### config.mk
export PLATFORM = sky130hd
export DESIGN_NAME = binary_to_packed_bcd_ffill
export DESIGN_NICKNAME = d
export VERILOG_FILES = /design/src/rtl/b2bcd_pkg.sv /design/src/rtl/binary_to_packed_bcd_ffill.sv
export SDC_FILE = /design/constraint.sdc
export NUM_CORES = 1
export LEC_CHECK = 0
export BUFFER_PORTS_ARGS = -buffer_cell sky130_fd_sc_hd__buf_4
export CAP_MARGIN = 15
export CORE_MARGIN = 2
export CORE_UTILIZATION = 57
export CTS_CLUSTER_SIZE = 25
export DETAILED_ROUTE_END_ITERATION = 10
export GPL_TIMING_DRIVEN = 0
export HOLD_SLACK_MARGIN = 0.03
export PLACE_DENSITY = 0.76
export SLEW_MARGIN = 20
export SYNTH_ARGS = -nofsm -noshare
export SYNTH_HDL_FRONTEND = slang
export SYNTH_SLANG_ARGS = --single-unit
### constraint.sdc
create_clock -name clk -period 5.7 [get_ports clk]
set_input_delay 0.57 -clock clk [delete_from_list [all_inputs] [get_ports clk]]
set_output_delay 0.57 -clock clk [all_outputs]
set_load 0.02 [all_outputs]
### src/rtl/b2bcd_pkg.sv
// ----------------------------------------------------------------------------
// b2bcd_pkg
// Shared sizes and constants for the binary to packed BCD converter.
// ----------------------------------------------------------------------------
package b2bcd_pkg;

  localparam int BYTES      = 7;
  localparam int DIGITS     = 2 * BYTES;
  localparam int FIELD_BITS = 8 * BYTES;
  localparam int IN_BITS    = 64;
  localparam int OUT_BITS   = 56;
  localparam int TDATA_BITS = 64;
  localparam int CNT_BITS   = $clog2(IN_BITS);

  function automatic logic [IN_BITS-1:0] largest_value();
    logic [IN_BITS-1:0] p;
    p = 1;
    for (int k = 0; k < DIGITS; k++) begin
      p = p * 10;
    end
    return p - 1;
  endfunction

  localparam logic [IN_BITS-1:0] MAX_VALUE = largest_value();

  typedef enum logic [2:0] {
    ST_IDLE = 3'b001,
    ST_CONV = 3'b010,
    ST_FILL = 3'b100
  } state_t;

endpackage

### src/rtl/binary_to_packed_bcd_ffill.sv
// ----------------------------------------------------------------------------
// binary_to_packed_bcd_ffill
// Converts a 64-bit unsigned value to a right-aligned packed BCD field with
// 0xF fill in every nibble that holds no significant digit.
//
// The input channel (s_*) carries one binary value per transaction. The
// output channel (m_*) returns one result per input: the BCD field in
// m_tdata[55:0] and the in-range flag in m_tdata[56]. Values above
// 10^(2*BYTES)-1 return all ones in the field and a clear in-range flag.
//
// Conversion is double dabble on one shared add-3-and-shift unit, one input
// bit per cycle: all 64 input bits are shifted through the unit, and then
// the fill step applies the 0xF fill and loads the output register. A new
// value can be taken while the previous result still waits in that register.
// s_tready is high only while the converter is idle.
//
// Reset clears the sequencer and the output valid. When the receiver stalls,
// the result holds in the output register; a finished conversion waits in
// its fill step until that register is free, and s_tready stays low.
// ----------------------------------------------------------------------------
module binary_to_packed_bcd_ffill (
  input  logic        clk,
  input  logic        rst,
  input  logic        s_tvalid,
  output logic        s_tready,
  input  logic [63:0] s_tdata,   // [63:0] value
  output logic        m_tvalid,
  input  logic        m_tready,
  output logic [63:0] m_tdata    // [55:0] packed_bcd, [56] in_range, [63:57] zero
);

  localparam int DBITS = 4 * b2bcd_pkg::DIGITS;

  b2bcd_pkg::state_t state;
  logic [b2bcd_pkg::IN_BITS-1:0]  shreg;
  logic [DBITS-1:0]               bcd;
  logic [DBITS-1:0]               bcd_next;
  logic [b2bcd_pkg::CNT_BITS-1:0] cnt;
  logic                           in_range;
  logic [b2bcd_pkg::OUT_BITS-1:0] field_next;
  logic                           out_free;

  assign s_tready = (state == b2bcd_pkg::ST_IDLE);
  assign out_free = !m_tvalid || m_tready;

  always_comb begin
    logic [DBITS-1:0] adj;
    adj = bcd;
    for (int i = 0; i < b2bcd_pkg::DIGITS; i++) begin
      if (bcd[4*i +: 4] >= 4'd5) begin
        adj[4*i +: 4] = bcd[4*i +: 4] + 4'd3;
      end
    end
    bcd_next = {adj[DBITS-2:0], shreg[b2bcd_pkg::IN_BITS-1]};
  end

  always_comb begin
    logic seen;
    logic [DBITS-1:0] filled;
    seen   = 1'b0;
    filled = bcd;
    for (int i = b2bcd_pkg::DIGITS - 1; i >= 0; i--) begin
      seen = seen || (bcd[4*i +: 4] != 4'd0);
      if (!seen) begin
        filled[4*i +: 4] = 4'hF;
      end
    end
    field_next = '0;
    if (in_range) begin
      field_next[b2bcd_pkg::FIELD_BITS-1:0] = filled;
    end else begin
      field_next[b2bcd_pkg::FIELD_BITS-1:0] = '1;
    end
  end

  always_ff @(posedge clk) begin
    if (rst) begin
      state    <= b2bcd_pkg::ST_IDLE;
      m_tvalid <= 1'b0;
      cnt      <= '0;
    end else begin
      if (state == b2bcd_pkg::ST_FILL && out_free) begin
        m_tvalid <= 1'b1;
      end else if (m_tready) begin
        m_tvalid <= 1'b0;
      end
      case (state)
        b2bcd_pkg::ST_IDLE: begin
          if (s_tvalid) begin
            state <= b2bcd_pkg::ST_CONV;
            cnt   <= '0;
          end
        end
        b2bcd_pkg::ST_CONV: begin
          cnt <= cnt + 1'b1;
          if (cnt == {b2bcd_pkg::CNT_BITS{1'b1}}) begin
            state <= b2bcd_pkg::ST_FILL;
          end
        end
        b2bcd_pkg::ST_FILL: begin
          if (out_free) begin
            state <= b2bcd_pkg::ST_IDLE;
          end
        end
        default: begin
          state <= b2bcd_pkg::ST_IDLE;
        end
      endcase
    end
  end

  always_ff @(posedge clk) begin
    case (state)
      b2bcd_pkg::ST_IDLE: begin
        if (s_tvalid) begin
          shreg    <= s_tdata;
          bcd      <= '0;
          in_range <= (s_tdata <= b2bcd_pkg::MAX_VALUE);
        end
      end
      b2bcd_pkg::ST_CONV: begin
        bcd   <= bcd_next;
        shreg <= {shreg[b2bcd_pkg::IN_BITS-2:0], 1'b0};
      end
      b2bcd_pkg::ST_FILL: begin
        if (out_free) begin
          m_tdata <= {{(b2bcd_pkg::TDATA_BITS - b2bcd_pkg::OUT_BITS - 1){1'b0}},
                      in_range, field_next};
        end
      end
      default: begin
      end
    endcase
  end

endmodule
==> results_dict.tcl, run 1 <==
set metrics [dict create \
    tightest_slew_ns 0.765 \
    worstSetupEndpointType "flip-flop" \
    cts.sinks 188 \
    finalHoldViolCount 0 \
    clkTransAtPathRegs_ns 0.07 \
    fp.dieH_um 130 \
    power_density_mw_per_mm2 297 \
    worst_clock_skew_ns 0.00996 \
    die_area_mm2 0.0170 \
    drc 0 \
    ys_seq_elements 188 \
    cts_hold_buf 0 \
    dpl.hpwl_mm 12.5 \
    cp.arrival_ns 3.35 \
    start_kind "flip-flop" \
    grt-ovfl-total 0 \
    leakage_nw 4.40 \
    synth_area_leader_cell "edfxtp_1" \
    grt_pass1_wl_mm 29.1 \
    track_usage_pct 22.2 \
    synth_edf_count 178 \
    ctsHtreeMaxLevel 4 \
    yosys-top-cells-area "edfxtp_1, nand2_1, ha_1" \
    outcome "finished clean" \
    yosys-top-cells-count "nand2_1, edfxtp_1, nor2_1, a21oi_1, ha_1" \
    async_flop_share_pct 0 \
    synth.distinct_cells 52 \
    worst-setup-path-type "flip-flop to flip-flop" \
    setup_viol 0 \
    synth-xor-area-share_pct 2.60 \
    synth_top_family_by_area "simple AND/OR/NAND/NOR gates" \
    yosysMostFrequentCell "nand2_1" \
    yosys.area_share.simple_pct 21.8 \
    io_pins 134 \
    numPortBuffers 125 \
    drive_gt1_share_pct 19.2 \
    maxCapViolations 0 \
    synthMuxAreaShare_pct 0.248 \
    syn_inst 849 \
    fmax_mhz 317 \
    synth_compound_area_share_pct 5.44 \
    wire_per_inst_um 14.8 \
    fin_setup_tns_ns 0 \
    cts_setup_buffers 0 \
    slew_viol_final 0 \
    fin_crit_ns 3.16 \
    cts_made_buffers 17 \
    synth-warning-count 0 \
    max_slew_margin_pct 49.0 \
    firstDrtPassIters 6 \
    ant_nets 0 \
    cts.repair.resized 0 \
    cts-root-buf "clkbuf_16" \
    core_area_mm2 0.0157 \
    crit_fanout 10 \
    hold_ws_ns 0.403 \
    grt_pass1_vias 6047 \
    nNetsFinal 1111 \
    rsz0062_at_grt "no" \
    yosys.area_share.adder_pct 5.78 \
    yosysTopAreaCellShare_pct 58.8 \
    wl_mm 18.2 \
    dr_total_vias 6439 \
    netlist_area_mm2 0.00909 \
    start_util_pct 57.9 \
    cts_tree "yes" \
    irDropWorstVdd_uv 218 \
    cts_buffer_depth 2 \
    die_x_um 130 \
    worstPathRequired_ns 5.89 \
    via_per_inst 5.24 \
    clock_latency_ns 0.43 \
    rows 46 \
    yosysSeqAreaShare_pct 61.0 \
    finalWorstSetupSlack_ns 2.54 \
    dominantRegCellSynth "edfxtp_1" \
    first_iter_violations 517 \
    diodes 0 \
    postSynthAreaPerCell_um2 10.7 \
    final_util_pct 70.3 \
    grt_max_degree 58 \
    antenna_found_initial 0 \
    dp_worst_setup_slack_ns 2.65 \
    routabilityCongestion 0.830 \
    post-route-period-util_pct 55.4 \
    syn_to_final_growth_pct 21.5 \
    hold_class "primary input to flip-flop" \
]
[layout by cell type, fill, tap and decap left out, drive strengths merged, types with 6 or more instances in the layout]
master,netlist,final
or3,6,6
xnor2,14,14
nor3,16,16
dfxtp,10,10
nand2,235,235
ha,42,42
edfxtp,178,178
o21ai,19,19
clkbuf,25,43
clkinv,1,6
nand2b,25,25
or2,16,16
a21oi,49,49
xor2,13,13
nor2,78,78
nand3,22,22
bufinv,0,6
nor3b,11,11
conb,1,7
buf,10,137
inv,31,31
[per-stage QoR]
step / std cells / cell area (µm²) / power, mW
after floorplan: 855 / 9110 / 1.88
after global placement: 1196 / 10300 / 1.99
after detailed placement: 1198 / 10400 / 1.99
after CTS: 1229 / 11000 / 3.30
after global routing: 1229 / 11000 / 3.39
final: 1229 / 11000 / 3.28
[kinds of logic after synthesis]
family                   Yosys count
multiplexers                       2
AND/OR/NAND/NOR                  437
adder cells (fa/ha/maj)           42
other                              1
buffers and inverters             67
flip-flops                       188
AO/OA/AOI/OAI                     85
XOR/XNOR                          27
[final cells by class]
class | instances | area (µm²)
sequential | 188 | 5550
fill | 1226 | 4670
multi-input combinational | 600 | 3300
timing repair buffer | 127 | 993
clock buffer | 18 | 429
tap | 216 | 270
clock inverter | 13 | 223
buffer | 35 | 163
inverter | 32 | 120
[power breakdown]
group	switching [mW]	internal, mW
combinational	0.189	0.132
clock	0.499	0.816
sequential	0.0450	1.60
total	0.733	2.55
[worst max-delay path: stages (launching register included)]
cell      delay, ns
edfxtp_1       0.41
inv_1          0.16
ha_1           0.19
or3b_1         0.40
nor4b_1        0.38
nand4_1        0.32
or2_2          0.40
buf_2          0.19
o41ai_1        0.47
[path summary, 6_finish.rpt]
check,endpoint,start,slack (ns),cells after the start
worst max-delay path,m_tdata[3]$_SDFFCE_PN1P_,bcd[28]$_SDFFCE_PN0P_,2.54,8
worst max register to register,m_tdata[3]$_SDFFCE_PN1P_,bcd[28]$_SDFFCE_PN0P_,2.54,8
worst min register to register,cnt[3]$_SDFFE_PP0P_,cnt[3]$_SDFFE_PP0P_,0.51,1
worst min-delay path,shreg[10]$_DFFE_PP_,s_tdata[10],0.40,3
[flip-flops by register name, indices dropped and copies added, names as in the netlist]
| name | count |
|---|---|
| shreg | 64 |
| m_tdata | 57 |
| bcd | 56 |
| cnt | 6 |
| state | 3 |
| in_range | 1 |
| m_tvalid | 1 |
[metal layers]
| layer | share of wire [%] | track usage (%) |
|---|---|---|
| met1 | 45 | 30.4 |
| met4 | 1.8 | 7.65 |
| met5 | 0 | 0 |
| met3 | 5.3 | 4.22 |
| met2 | 48 | 36.0 |
Note: power is estimated with default switching activity, not from simulation.
==> inputs of run 2 (changes only) <==
- clock period: 5.7 -> 3.05 ns (I/O delays scaled with it)
==> run 2 against run 1 <==
Against the previous run:
- die area did not move
- flip-flop and latch count is the same
- sequential power is 86% higher
- sequential share of layout area rose by 0.56 points
- routed wire length shrank 5.3%
==> results_dict.tcl, run 2 (synthesis gave the netlist of run 1 again) <==
set metrics [dict create \
    cts_hold_buf 0 \
    largest_reg_flops 64 \
    worst_clock_skew_ns 0.00936 \
    post-route-period-util_pct 95.6 \
    setup_viol 0 \
    r2r_setup_slack_ns 0.13 \
    rsz0062_at_grt "no" \
    max_slew_margin_pct 49.3 \
    design_area_mm2 0.0109 \
    reg2reg_depth 8 \
    power_density_mw_per_mm2 519 \
    hold_depth 3 \
    firstDrtPassIters 5 \
    grt_pass1_wl_mm 27.6 \
    top_regs "shreg: 64 flops, m_tdata: 57 flops, bcd: 56 flops" \
    cts-root-buf "clkbuf_16" \
    slew_viol_final 0 \
    dr_total_vias 6366 \
    worstPathRequired_ns 3.27 \
    placed_area_mm2 0.0104 \
    start_kind "flip-flop" \
    routabilityCongestion 0.842 \
    hold_class "primary input to flip-flop" \
    cts_made_buffers 17 \
    cts_tree "yes" \
    cts.sinks 188 \
    outcome "finished clean" \
    hold_end "shreg[10]$_DFFE_PP_" \
    start_util_pct 57.9 \
    wire_per_inst_um 14.0 \
    clock_latency_ns 0.43 \
    core_area_mm2 0.0157 \
    clkTransAtPathRegs_ns 0.07 \
    wl_mm 17.3 \
    crit_fanout 10 \
    fp.dieH_um 130 \
    syn_to_final_growth_pct 20.1 \
    finalHoldViolCount 0 \
    drive_gt1_share_pct 18.9 \
    first_iter_violations 532 \
    tightest_slew_ns 0.760 \
    ctsHtreeMaxLevel 4 \
    r2r_start "bcd[28]$_SDFFCE_PN0P_" \
    track_usage_pct 21.1 \
    via_per_inst 5.18 \
    fmax_mhz 343 \
    rows 46 \
    min_from "s_tdata[10]" \
    drc 0 \
    dpl.hpwl_mm 12.1 \
    antenna_found_initial 0 \
    cp.arrival_ns 3.14 \
    irDropWorstVdd_uv 404 \
    top_register "shreg" \
    grt_max_degree 71 \
    die_area_mm2 0.0170 \
    maxCapViolations 0 \
    grt_pass1_vias 5785 \
    numPortBuffers 125 \
    layout_common_cells "nand2_1, edfxtp_1, buf_4, nor2_1, a21oi_1" \
    fin_crit_ns 2.92 \
    r2r_end "m_tdata[3]$_SDFFCE_PN1P_" \
    diodes 0 \
    fill_cells 1212 \
    layout_commonest_cell "nand2_1" \
    ant_nets 0 \
    fin_setup_tns_ns 0 \
    leakage_nw 4.34 \
    worstSetupEndpointType "flip-flop" \
    grt-ovfl-total 0 \
    die_x_um 130 \
    io_pins 134 \
    worst-setup-path-type "flip-flop to flip-flop" \
    cts_buffer_depth 2 \
    nNetsFinal 1111 \
]
run 2: how the worst max path moves through the flow:
| stage | from | endpoint | slack (ns) |
|---|---|---|---|
| floorplan | bcd[16]$_SDFFCE_PN0P_ | m_tdata[0]$_SDFFCE_PN1P_ | 0.49 |
| global placement | bcd[48]$_SDFFCE_PN0P_ | m_tdata[3]$_SDFFCE_PN1P_ | -0.004 |
| detailed placement | bcd[28]$_SDFFCE_PN0P_ | m_tdata[3]$_SDFFCE_PN1P_ | -0.08 |
| CTS | bcd[28]$_SDFFCE_PN0P_ | m_tdata[17]$_SDFFCE_PN1P_ | 0.11 |
| global route | bcd[28]$_SDFFCE_PN0P_ | m_tdata[3]$_SDFFCE_PN1P_ | 0.05 |
| finish | bcd[28]$_SDFFCE_PN0P_ | m_tdata[3]$_SDFFCE_PN1P_ | 0.13 |
run 2: repair_timing:
action                                  in CTS  in global routing
endpoints found under the setup margin       1                  2
pin swaps                                    1                  0
setup buffers                                1                  0
resized for setup                            1                  3
run 2: layer usage:
metal | track usage, % | part of all wire (%) | vias up
li1 | - | - | 3219
met1 | 30.0 | 47 | 2949
met2 | 33.2 | 46 | 180
met3 | 4.18 | 5.3 | 18
met4 | 6.70 | 1.2 | 0
met5 | 0 | 0 | -
run 2: cell type report:
type	instances	area, µm²	area share, %
buffer	35	163	1.49
clock buffer	25	485	4.44
clock inverter	7	42.5	0.390
inverter	32	120	1.10
multi-input combinational	600	3320	30.4
sequential	188	5550	50.8
tap	216	270	2.47
timing repair buffer	127	973	8.91
run 2: critical path, stage by stage, from the launching register on:
cell	delay [ns]
edfxtp_1	0.42
inv_1	0.17
ha_1	0.18
or3b_1	0.37
nor4b_1	0.37
nand4_1	0.26
or2_2	0.36
buf_2	0.20
o41ai_2	0.38
run 2: per-stage QoR:
stage	instances	hold slack, ns	setup slack, ns	util [%]	power [mW]
floorplan	855	0.462	0.491	-	3.50
global placement	1196	0.474	-0.00425	65.8	3.69
detailed placement	1197	0.495	-0.0832	66.0	3.71
CTS	1230	0.135	0.107	69.5	5.69
global route	1230	0.144	0.0488	69.5	5.87
finish	1230	0.141	0.133	69.5	5.67
run 2: report_power, final:
part	switching [mW]	leakage (nW)	total [mW]	internal [mW]
clock network	0.904	0.255	2.01	1.10
registers	0.0827	1.76	3.07	2.99
logic	0.345	2.32	0.587	0.242
total	1.33	4.34	5.67	4.34
